[config.mk]
export PLATFORM = sky130hd
export DESIGN_NAME = printf_format_spec_parser_unit
export DESIGN_NICKNAME = d
export VERILOG_FILES = /design/src/hdl/pfsp_pkg.sv /design/src/hdl/printf_format_spec_parser_unit.sv
export SDC_FILE = /design/constraint.sdc
export NUM_CORES = 1
export LEC_CHECK = 0
export ABC_CLOCK_PERIOD_IN_PS = 5400
export BUFFER_PORTS_ARGS = -buffer_cell sky130_fd_sc_hd__clkbuf_2
export CAP_MARGIN = 40
export CORE_MARGIN = 2
export CORE_UTILIZATION = 25
export CTS_BUF_LIST = sky130_fd_sc_hd__clkbuf_16
export CTS_CLUSTER_DIAMETER = 40
export DETAILED_ROUTE_END_ITERATION = 16
export GPL_ROUTABILITY_DRIVEN = 1
export PLACE_DENSITY_LB_ADDON = 0.12
export SYNTH_ARGS = -nofsm -noshare
export SYNTH_HDL_FRONTEND = slang
export SYNTH_SLANG_ARGS = --single-unit
[constraint.sdc]
create_clock -name i_clk -period 5.4 [get_ports i_clk]
set_input_delay 0.54 -clock i_clk [delete_from_list [all_inputs] [get_ports i_clk]]
set_output_delay 0.54 -clock i_clk [all_outputs]
set_load 0.02 [all_outputs]
[src/hdl/pfsp_pkg.sv]
`default_nettype none

package pfsp_pkg;

    localparam int unsigned VAL_W = 31;
    localparam logic [VAL_W-1:0] VAL_MAX = {VAL_W{1'b1}};

    // result kinds
    localparam logic [1:0] KIND_LIT  = 2'd0;
    localparam logic [1:0] KIND_SPEC = 2'd1;
    localparam logic [1:0] KIND_END  = 2'd2;

    // conversion codes
    localparam logic [3:0] CONV_NONE = 4'd0;
    localparam logic [3:0] CONV_C    = 4'd1;
    localparam logic [3:0] CONV_S    = 4'd2;
    localparam logic [3:0] CONV_P    = 4'd3;
    localparam logic [3:0] CONV_D    = 4'd4;
    localparam logic [3:0] CONV_I    = 4'd5;
    localparam logic [3:0] CONV_U    = 4'd6;
    localparam logic [3:0] CONV_LX   = 4'd7;
    localparam logic [3:0] CONV_UX   = 4'd8;
    localparam logic [3:0] CONV_PCT  = 4'd9;

    // format characters
    localparam logic [7:0] CH_NUL   = 8'h00;
    localparam logic [7:0] CH_MINUS = 8'h2D;
    localparam logic [7:0] CH_0     = 8'h30;
    localparam logic [7:0] CH_9     = 8'h39;
    localparam logic [7:0] CH_STAR  = 8'h2A;
    localparam logic [7:0] CH_DOT   = 8'h2E;
    localparam logic [7:0] CH_PCT   = 8'h25;
    localparam logic [7:0] CH_LC    = 8'h63;
    localparam logic [7:0] CH_LS    = 8'h73;
    localparam logic [7:0] CH_LP    = 8'h70;
    localparam logic [7:0] CH_LD    = 8'h64;
    localparam logic [7:0] CH_LI    = 8'h69;
    localparam logic [7:0] CH_LU    = 8'h75;
    localparam logic [7:0] CH_LX    = 8'h78;
    localparam logic [7:0] CH_UX    = 8'h58;

    typedef struct packed {
        logic [1:0]       kind;
        logic [7:0]       char_out;
        logic             left_align;
        logic             zero_pad;
        logic [VAL_W-1:0] field_width;
        logic             has_precision;
        logic [VAL_W-1:0] precision;
        logic [3:0]       conversion;
        logic             last;
    } t_result;

    function automatic logic [3:0] conv_code(input logic [7:0] c);
        logic [3:0] code;
        case (c)
            CH_LC:   code = CONV_C;
            CH_LS:   code = CONV_S;
            CH_LP:   code = CONV_P;
            CH_LD:   code = CONV_D;
            CH_LI:   code = CONV_I;
            CH_LU:   code = CONV_U;
            CH_LX:   code = CONV_LX;
            CH_UX:   code = CONV_UX;
            CH_PCT:  code = CONV_PCT;
            default: code = CONV_NONE;
        endcase
        return code;
    endfunction

    // acc * 10 + digit, saturating
    function automatic logic [VAL_W-1:0] times_ten_plus(input logic [VAL_W-1:0] acc,
                                                        input logic [7:0] c);
        logic [7:0]       d;
        logic [VAL_W+3:0] v;
        d = c - CH_0;
        v = ({4'b0, acc} << 3) + ({4'b0, acc} << 1) + {{(VAL_W){1'b0}}, d[3:0]};
        return (v[VAL_W+3:VAL_W] != 4'b0) ? VAL_MAX : v[VAL_W-1:0];
    endfunction

endpackage

`default_nettype wire

[src/hdl/printf_format_spec_parser_unit.sv]
// printf format specifier parser
// input stream: one format string byte per transfer, with the star argument
// alongside; output stream: literal bytes, completed specifiers and end of
// string markers, kind on tuser, tlast on the final result of each input byte.
// one byte is taken per cycle while o_s_tready is high; its results are formed
// in the accepting cycle and registered into the result queue.
// a byte gives zero, one or two results; they go into a three-entry result
// queue that also acts as skid buffer, and o_s_tready is high while at most
// one entry is occupied. with one result per byte and no stall the block runs
// at one byte per cycle; a byte giving two results leaves two entries to drain,
// so o_s_tready may drop after it while the queue drains.
// when the receiver stalls the queue fills and o_s_tready drops; nothing is
// lost. reset (synchronous, active low) empties the queue and returns the
// parser to text phase with all specifier fields cleared.
`default_nettype none

module printf_format_spec_parser_unit
    import pfsp_pkg::*;
(
    input  wire logic        i_clk,
    input  wire logic        i_rst_n,
    input  wire logic        i_s_tvalid,
    output logic             o_s_tready,
    input  wire logic [39:0] i_s_tdata,   // char_in[7:0], star_value[39:8]
    output logic             o_m_tvalid,
    input  wire logic        i_m_tready,
    output logic [79:0]      o_m_tdata,   // char_out[7:0], left_align[8], zero_pad[9],
                                          // field_width[40:10], has_precision[41],
                                          // precision[72:42], conversion[76:73], zeros
    output logic [1:0]       o_m_tuser,   // kind[1:0]
    output logic             o_m_tlast    // last
);

    localparam int unsigned DEPTH = 3;

    typedef enum logic [2:0] {
        PH_TEXT,
        PH_FLAGS,
        PH_WDIG,
        PH_AFTERDOT,
        PH_PDIG
    } t_phase;

    t_phase           r_phase, n_phase;
    logic             r_align, n_align;
    logic             r_zero, n_zero;
    logic [VAL_W-1:0] r_width, n_width;
    logic             r_dot, n_dot;
    logic [VAL_W-1:0] r_prec, n_prec;

    t_result          r_q [DEPTH];
    t_result          n_q [DEPTH];
    logic [1:0]       r_cnt, n_cnt;

    logic [7:0]       c;
    logic [31:0]      v;
    logic             accept, pop, is_digit;
    logic [VAL_W-1:0] width_dig, prec_dig;
    logic [31:0]      mag;
    logic [3:0]       conv;
    t_result          res0, res1, spec_res;
    logic             push0, push1;
    logic             do_finish, do_prec_entry, do_prec_star;
    logic [1:0]       base;

    assign c = i_s_tdata[7:0];
    assign v = i_s_tdata[39:8];

    assign o_s_tready = (r_cnt <= 2'd1);
    assign accept     = i_s_tvalid && o_s_tready;
    assign o_m_tvalid = (r_cnt != 2'd0);
    assign pop        = o_m_tvalid && i_m_tready;

    assign is_digit  = (c inside {[CH_0:CH_9]});
    assign width_dig = times_ten_plus(r_width, c);
    assign prec_dig  = times_ten_plus(r_prec, c);
    assign mag       = 32'd0 - v;
    assign conv      = conv_code(c);

    always_comb begin
        spec_res               = '0;
        spec_res.kind          = KIND_SPEC;
        spec_res.left_align    = r_align;
        spec_res.zero_pad      = r_zero & ~r_align;
        spec_res.field_width   = r_width;
        spec_res.has_precision = r_dot;
        spec_res.precision     = r_prec;
        spec_res.conversion    = conv;
    end

    // phase decode
    always_comb begin
        n_phase       = r_phase;
        n_align       = r_align;
        n_zero        = r_zero;
        n_width       = r_width;
        n_dot         = r_dot;
        n_prec        = r_prec;
        res0          = '0;
        res1          = '0;
        push0         = 1'b0;
        push1         = 1'b0;
        do_finish     = 1'b0;
        do_prec_entry = 1'b0;
        do_prec_star  = 1'b0;

        case (r_phase)
            PH_FLAGS: begin
                if (c == CH_MINUS) begin
                    n_align = 1'b1;
                end else if (c == CH_0) begin
                    n_zero = 1'b1;
                end else if (c == CH_STAR) begin
                    if (v[31]) begin
                        n_width = mag[31] ? VAL_MAX : mag[VAL_W-1:0];
                        n_align = 1'b1;
                        n_zero  = 1'b0;
                    end else begin
                        n_width = v[VAL_W-1:0];
                    end
                    n_phase = PH_WDIG;
                end else if (is_digit) begin
                    n_width = width_dig;
                    n_phase = PH_WDIG;
                end else begin
                    do_prec_entry = 1'b1;
                end
            end
            PH_WDIG: begin
                if (is_digit) begin
                    n_width = width_dig;
                end else begin
                    do_prec_entry = 1'b1;
                end
            end
            PH_AFTERDOT: begin
                if (c == CH_STAR) begin
                    do_prec_star = 1'b1;
                end else if (is_digit) begin
                    n_prec  = prec_dig;
                    n_phase = PH_PDIG;
                end else begin
                    do_finish = 1'b1;
                end
            end
            PH_PDIG: begin
                if (is_digit) begin
                    n_prec = prec_dig;
                end else begin
                    do_finish = 1'b1;
                end
            end
            default: begin
                n_phase = PH_TEXT;
                if (c == CH_NUL) begin
                    res0.kind = KIND_END;
                    res0.last = 1'b1;
                    push0     = 1'b1;
                end else if (c == CH_PCT) begin
                    n_phase = PH_FLAGS;
                    n_align = 1'b0;
                    n_zero  = 1'b0;
                    n_width = '0;
                    n_dot   = 1'b0;
                    n_prec  = '0;
                end else begin
                    res0.kind     = KIND_LIT;
                    res0.char_out = c;
                    res0.last     = 1'b1;
                    push0         = 1'b1;
                end
            end
        endcase

        if (do_prec_entry) begin
            if (c == CH_DOT) begin
                n_dot   = 1'b1;
                n_phase = PH_AFTERDOT;
            end else if (c == CH_STAR) begin
                do_prec_star = 1'b1;
            end else begin
                do_finish = 1'b1;
            end
        end

        if (do_prec_star) begin
            if (v[31]) begin
                n_prec = '0;
                n_dot  = 1'b0;
            end else begin
                n_prec = v[VAL_W-1:0];
            end
            n_phase = PH_PDIG;
        end

        if (do_finish) begin
            res0    = spec_res;
            push0   = 1'b1;
            n_align = 1'b0;
            n_zero  = 1'b0;
            n_width = '0;
            n_dot   = 1'b0;
            n_prec  = '0;
            n_phase = PH_TEXT;
            if (conv != CONV_NONE) begin
                res0.last = 1'b1;
            end else if (c == CH_PCT) begin
                // an invalid letter that is itself a percent cannot occur here
                res0.last = 1'b1;
                n_phase   = PH_FLAGS;
            end else if (c == CH_NUL) begin
                res1.kind = KIND_END;
                res1.last = 1'b1;
                push1     = 1'b1;
            end else begin
                res1.kind     = KIND_LIT;
                res1.char_out = c;
                res1.last     = 1'b1;
                push1         = 1'b1;
            end
        end
    end

    // result queue: entry 0 is the output register
    always_comb begin
        base  = r_cnt - {1'b0, pop};
        n_cnt = base;
        for (int i = 0; i < DEPTH; i++) begin
            n_q[i] = r_q[i];
        end
        if (pop) begin
            for (int i = 0; i < DEPTH - 1; i++) begin
                n_q[i] = r_q[i+1];
            end
        end
        if (accept && push0) begin
            n_q[base] = res0;
            n_cnt     = base + 2'd1;
            if (push1) begin
                n_q[base + 2'd1] = res1;
                n_cnt            = base + 2'd2;
            end
        end
    end

    always_ff @(posedge i_clk) begin
        if (!i_rst_n) begin
            r_phase <= PH_TEXT;
            r_align <= 1'b0;
            r_zero  <= 1'b0;
            r_width <= '0;
            r_dot   <= 1'b0;
            r_prec  <= '0;
            r_cnt   <= 2'd0;
        end else begin
            if (accept) begin
                r_phase <= n_phase;
                r_align <= n_align;
                r_zero  <= n_zero;
                r_width <= n_width;
                r_dot   <= n_dot;
                r_prec  <= n_prec;
            end
            r_cnt <= n_cnt;
        end
        for (int i = 0; i < DEPTH; i++) begin
            r_q[i] <= n_q[i];
        end
    end

    assign o_m_tdata = {3'b000, r_q[0].conversion, r_q[0].precision, r_q[0].has_precision,
                        r_q[0].field_width, r_q[0].zero_pad, r_q[0].left_align,
                        r_q[0].char_out};
    assign o_m_tuser = r_q[0].kind;
    assign o_m_tlast = r_q[0].last;

endmodule

`default_nettype wire

==> Yosys cells after proc, flatten, opt, wreduce, memory -nomap -nowiden <==
Memory sizes are Yosys's and may differ from the RTL's.
Index checks and enable logic that the tools add are counted.
{ "op_classes": {"addsub": 9, "magnitude_cmp": 7, "n_eq_ne": 31, "mux": 98, "bitwise_logic": 4, "reduce_logical": 23} }
{ "op_table": {"columns": ["operator", "count"], "rows": [
  ["2-to-1 mux 31 bit", 16],
  ["bitwise mux 240 bit", 2],
  ["2-to-1 mux 240 bit", 2],
  ["demux 80 bit (select 2 bit)", 2],
  ["2-to-1 mux 80 bit", 3],
  ["case mux 31 bit (3 select lines)", 2],
  ["2-to-1 mux 160 bit", 1],
  ["adder 34 x 32 -> 35 bit", 2],
  ["adder 35 x 4 -> 35 bit", 2],
  ["equality test 8 x 7 -> 1 bit, second input constant", 8],
  ["2-to-1 mux 1 bit", 43],
  ["equality test 8 x 6 -> 1 bit, second input constant", 5],
  ["2-to-1 mux 10 bit", 4],
  ["case mux 4 bit (9 select lines)", 1],
  ["subtractor 1 x 32 -> 32 bit, first input constant", 1],
  ["2-to-1 mux 3 bit", 10],
  ["2-to-1 mux 8 bit", 3],
  ["inequality test 4 bit, second input constant", 6],
  ["nonzero test 4 bit", 4],
  ["AND reduction 7 bit", 2],
  ["case mux 3 bit (3 select lines)", 1],
  [">= comparator 8 x 6 -> 1 bit, second input constant", 1],
  ["<= comparator 8 x 6 -> 1 bit, second input constant", 1],
  ["zero test 8 bit", 1],
  ["30 further kinds", 49]
]} }
{ "totals": {"reg_bits": 70, "ramBits": 240, "in_bits": 44, "out_inout_bits": 85, "n_memories": 1} }
{ "memory_table": {"columns": ["memory", "depth", "width", "rd", "rd_clocked_by_memory_dff", "write_ports", "line_no", "text"], "rows": [
  ["r_q", 3, 80, 3, 0, 3, "printf_format_spec_parser_unit.sv:51", "t_result r_q [DEPTH];"]
]} }

==> Longest topological paths before layout <==
{ "depth": {"word_depth": 13, "ltp_mapped": 15, "depth_no_buf": 12} }

==> Least setup slack after synthesis <==
No wires, ideal clock.
{ "synth_timing": {"path_type": "input port to flip-flop", "from": "input i_s_tdata[3]", "to": "memory r_q[0][160] in the netlist's numbering (enable)", "setup_time_ns": 0.405, "t_arrival_ns": 3.411, "t_required_ns": 4.995, "setup_slack_ns": 1.583, "stages": 12, "path_cell_list": "buf_2 o21ai_1 and3b_1 clkbuf_1 or3_1 nand4_1 a21oi_1 nand2b_1 buf_2 inv_2 buf_2 buf_2"} }
{ "synth_lines": {"columns": ["element", "line_no", "text"], "rows": [
  ["start, declared", "printf_format_spec_parser_unit.sv:24", "input wire logic [39:0] i_s_tdata,"],
  ["end, declared", "printf_format_spec_parser_unit.sv:51", null]
]} }

==> Final worst setup path <==
{ "layout_timing": {"from": "register r_width[2]", "to": "register r_width[30]"} }
{ "layout_between": {"elab_chain_cells": 10} }
{ "layout_lines": {"columns": ["element", "line_no", "text"], "rows": [
  ["start, declared", "printf_format_spec_parser_unit.sv:47", "logic [VAL_W-1:0] r_width, n_width;"],
  ["start signal, assigned", "printf_format_spec_parser_unit.sv:260", "r_width <= n_width;"],
  ["adder 34 x 32 -> 35 bit *", "pfsp_pkg.sv:77", "v = ({4'b0, acc} << 3) + ({4'b0, acc} << 1) + {{(VAL_W){1'b0}}, d[3:0]};"],
  ["adder 35 x 4 -> 35 bit *", "pfsp_pkg.sv:77", null],
  ["nonzero test 4 bit", "pfsp_pkg.sv:78", "return (v[VAL_W+3:VAL_W] != 4'b0) ? VAL_MAX : v[VAL_W-1:0];"],
  ["2-to-1 mux 31 bit *", "pfsp_pkg.sv:78", null],
  ["2-to-1 mux 31 bit *", "printf_format_spec_parser_unit.sv:122, printf_format_spec_parser_unit.sv:130", null],
  ["2-to-1 mux 31 bit", "printf_format_spec_parser_unit.sv:113", "end else if (c == CH_STAR) begin"],
  ["2-to-1 mux 31 bit", "printf_format_spec_parser_unit.sv:111", "end else if (c == CH_0) begin"],
  ["2-to-1 mux 31 bit", "printf_format_spec_parser_unit.sv:109", "if (c == CH_MINUS) begin"],
  ["case mux 31 bit (3 select lines) *", "printf_format_spec_parser_unit.sv:107", "case (r_phase)"],
  ["2-to-1 mux 31 bit *", "printf_format_spec_parser_unit.sv:196", "if (do_finish) begin"]
]} }
Mark *: on every way between the ends. The rest lies on a longest branch, timed or not. The select of a mux whose other input is x is not followed.
A chain may end at the register's enable or synchronous reset.

==> impl_metrics.toml <==
[layout]
regArea_sq_um = 7010
n_fill_cell = 8731
nets = 2552
multi_input_area_sq_um = 12100
area_growth_pct = 16.2
layout-drive-gt1-share_pct = 12.9

[die]
start_util_pct = 25.1
die_w_um = 290
core_area_sq_um = 81700
pin_count = 129
die-area_sq_um = 84400
rows = 105
dieHeight_um = 290

[place]
io_buffers = 125
dp_hpwl_mm = 55.6
pre_cts_ws_ps = 894
place.gp.congestion = 0.892

[timing]
fin_ws_ps = 1270
setup_viol = 0
worst_pin_slew_ps = 953
finalClockSkew_ps = 23.3
max_freq_mhz = 242
finalSetupTns_ps = 0
fin_crit_sh_pct = 76.5
hold_violations = 0
rsz0062_at_grt = "no"
slew_headroom_pct = 35.9
whs_ps = 319
drv_slew = 0
period_minus_slack_ps = 4130

[synth]
synth.most_common_cell = "dfxtp_1"
synth_top_flop_cell = "dfxtp_1"
synth_top_cell_by_area = "dfxtp_1"
synth-seq-cells = 310
synth_area_leaders = "dfxtp_1 (22%), edfxtp_1 (12%), mux2i_1 (8.1%)"
syn_area_sq_um = 20500
ys_types = 87
synth_edf_count = 80
syn-instance-count = 2380
ys_seq_area_share_pct = 34.1
syn_avg_cell_area_sq_um = 8.62
synth_top_area_share_pct = 22.4
async_reset_ff_share_pct = 0
yosys-top-cells-count = "dfxtp_1 (230), nand2_1 (192), a21oi_1 (184)"
yosys_warnings = 0

[clock_network]
cts_buffers = 67
h-tree-depth = 3
cts_sinks = 310
hold_buffers = 0
postCtsSetupBuffers = 0
clk_latency_ps = 610
cts_tree = "done"
clk_pin_slew_ps = 40
cts_buffer_depth = 3
cts_resized = 0
cts_root_buf = "clkbuf_16"

[global_route]
grt_pass1_vias = 18000
track_usage_pct = 17.9
antenna_found_initial = 4
grt_pass1_wl_mm = 117
grt_max_degree = 81
grt_remaining_overflow = 0

[critical_path]
r2r-end = "r_width[30]"
crit_fanout = 25
r2r_slack_ps = 1270
worstSetupEndpointType = "flip-flop"
cp_slowest_cell = "dfxtp_1"
start_kind = "flip-flop"
crit_chain = "fa_1 > ha_1 > a211o_1 > a21oi_1 > a2111o_1 > a211oi_1 > nor3b_1 > o21ai_0 > mux2i_1 > buf_4 > nor2_2 > buf_4 > a22oi_1"
max_stage_delay_ps = 550
cp_top_family = "compound AO/OA/AOI/OAI gates"
worstSetupPathType = "flip-flop to flip-flop"
r2r_cells = 13
crit_top_cell = "buf_4"
worstReg2RegStart = "r_width[2]"
cp_num_buf_inv = 2
arrival_ps = 4580
critical_path_required_ps = 5850

[hold_path]
whs_path_depth = 2
hold-path-endpoint = "r_q[0][77]"
min_from = "i_s_tdata[7]"
hp-class = "input pin to flip-flop"

[pwr]
p_seq_share_pct = 31.1
power_leakage_nw = 9.61
comb_power_share_pct = 36.2
ir_drop_mv = 0.356
p_int_mw = 7.58
p_total_mw = 12.2
clockPowerShare_pct = 32.7
power_per_cell_area_nw_per_um2 = 511
switchingPower_mw = 4.60
p_sw_share_pct = 37.8

[route]
postRouteAntennaNets = 0
vias_per_cell = 5.30
drt-total-wl_mm = 77.4
drc_errors = 0
vias = 18500
drtIter0Drc = 1271
first_pass_iters = 8
drt-wirelength-per-cell_um = 22.1

[flow_run]
maxCapViolations = 0

[status]
status = "completed"
how the worst max path moves through the flow:
| stage | end | slack, ps | cells after the start | from |
|---|---|---|---|---|
| finish | r_width[30] | 1270 | 13 | r_width[2] |
| global route | r_prec[26] | 740 | 12 | r_prec[2] |
| CTS | r_prec[26] | 1200 | 12 | r_prec[2] |
| detailed placement | r_prec[26] | 890 | 13 | i_s_tdata[3] |
| global placement | r_prec[24] | 910 | 13 | i_s_tdata[3] |
| floorplan | r_q[0][160] | 1580 | 12 | i_s_tdata[3] |
power by group through the flow:
| stage | sequential, mW | combinational (mW) | clock [mW] |
|---|---|---|---|
| 3_3_place_gp | 3.81 | 4.29 | 0 |
| 4_1_cts | 3.79 | 4.45 | 4.08 |
| 3_5_place_dp | 3.83 | 4.43 | 0 |
| 5_1_grt | 3.87 | 4.80 | 4.18 |
| 6_report | 3.79 | 4.41 | 3.99 |
| 2_1_floorplan | 3.65 | 3.40 | 0 |
area by class of cell:
cell class | count | area share (%)
Antenna cell | 1 | 0.0105
Clock buffer | 68 | 7.14
Clock inverter | 54 | 1.97
Inverter | 28 | 0.462
Multi-Input combinational cell | 1794 | 50.7
Sequential cell | 310 | 29.4
Tap cell | 1070 | 5.61
Timing Repair Buffer | 173 | 4.73
sequential cells by signal (all words and copies together), names as in the netlist:
name,count
r_width,31
r_dot,1
r_cnt,2
r_align,1
r_q,240
r_prec,31
r_phase,3
r_zero,1
through the flow:
stage / util [%] / cell area [sq um] / std cells
after floorplan: - / 20500 / 2382
after global routing: 29.2 / 23800 / 3497
after CTS: 29.2 / 23800 / 3497
after global placement: 26.3 / 21500 / 3367
final: 29.2 / 23800 / 3498
after detailed placement: 26.5 / 21700 / 3375
cell families (layout without fill, tap and decap cells):
| kind of cell | count (synthesis) | count (layout) | share of synthesized area, % |
|---|---|---|---|
| DFF | 310 | 310 | 34.1 |
| xor gates and xnor gates | 57 | 57 | 2.43 |
| AOI/OAI and AO/OA | 752 | 752 | 23.0 |
| other | 1 | 4 | 0.0183 |
| buffers and inverters | 278 | 323 | 7.27 |
| muxes | 168 | 168 | 8.20 |
| adders and majority gates | 136 | 136 | 8.41 |
| and+or+nand+nor | 678 | 678 | 16.5 |
layer usage:
metal,wire [um],GRT usage [%]
met5,30,0
met4,1910,5.51
met1,37300,25.0
met3,4000,3.16
met2,34100,27.9
layout by cell type, fill, tap and decap left out, drive strengths merged, types with 7 or more instances in the layout:
cell type,count
clkinv,29
dfxtp,230
a41oi,18
ha,130
nor2,121
nor3b,7
xor2,18
mux2i,167
nor2b,14
o21ai,157
o21a,23
a211oi,25
o2bb2ai,15
nor3,60
edfxtp,80
o31ai,10
o22ai,154
nand3,88
xnor2,39
o21bai,10
buf,48
nand2,192
or4,7
a211o,8
or2,16
a311oi,10
clkbuf,193
nand4,18
or3,13
and2,15
nor4,16
a31oi,19
nand2b,86
a2bb2oi,7
a21oi,184
a22oi,13
inv,42
and3,13
o211ai,25
a21o,33
Note: power is estimated with default switching activity, not from simulation.
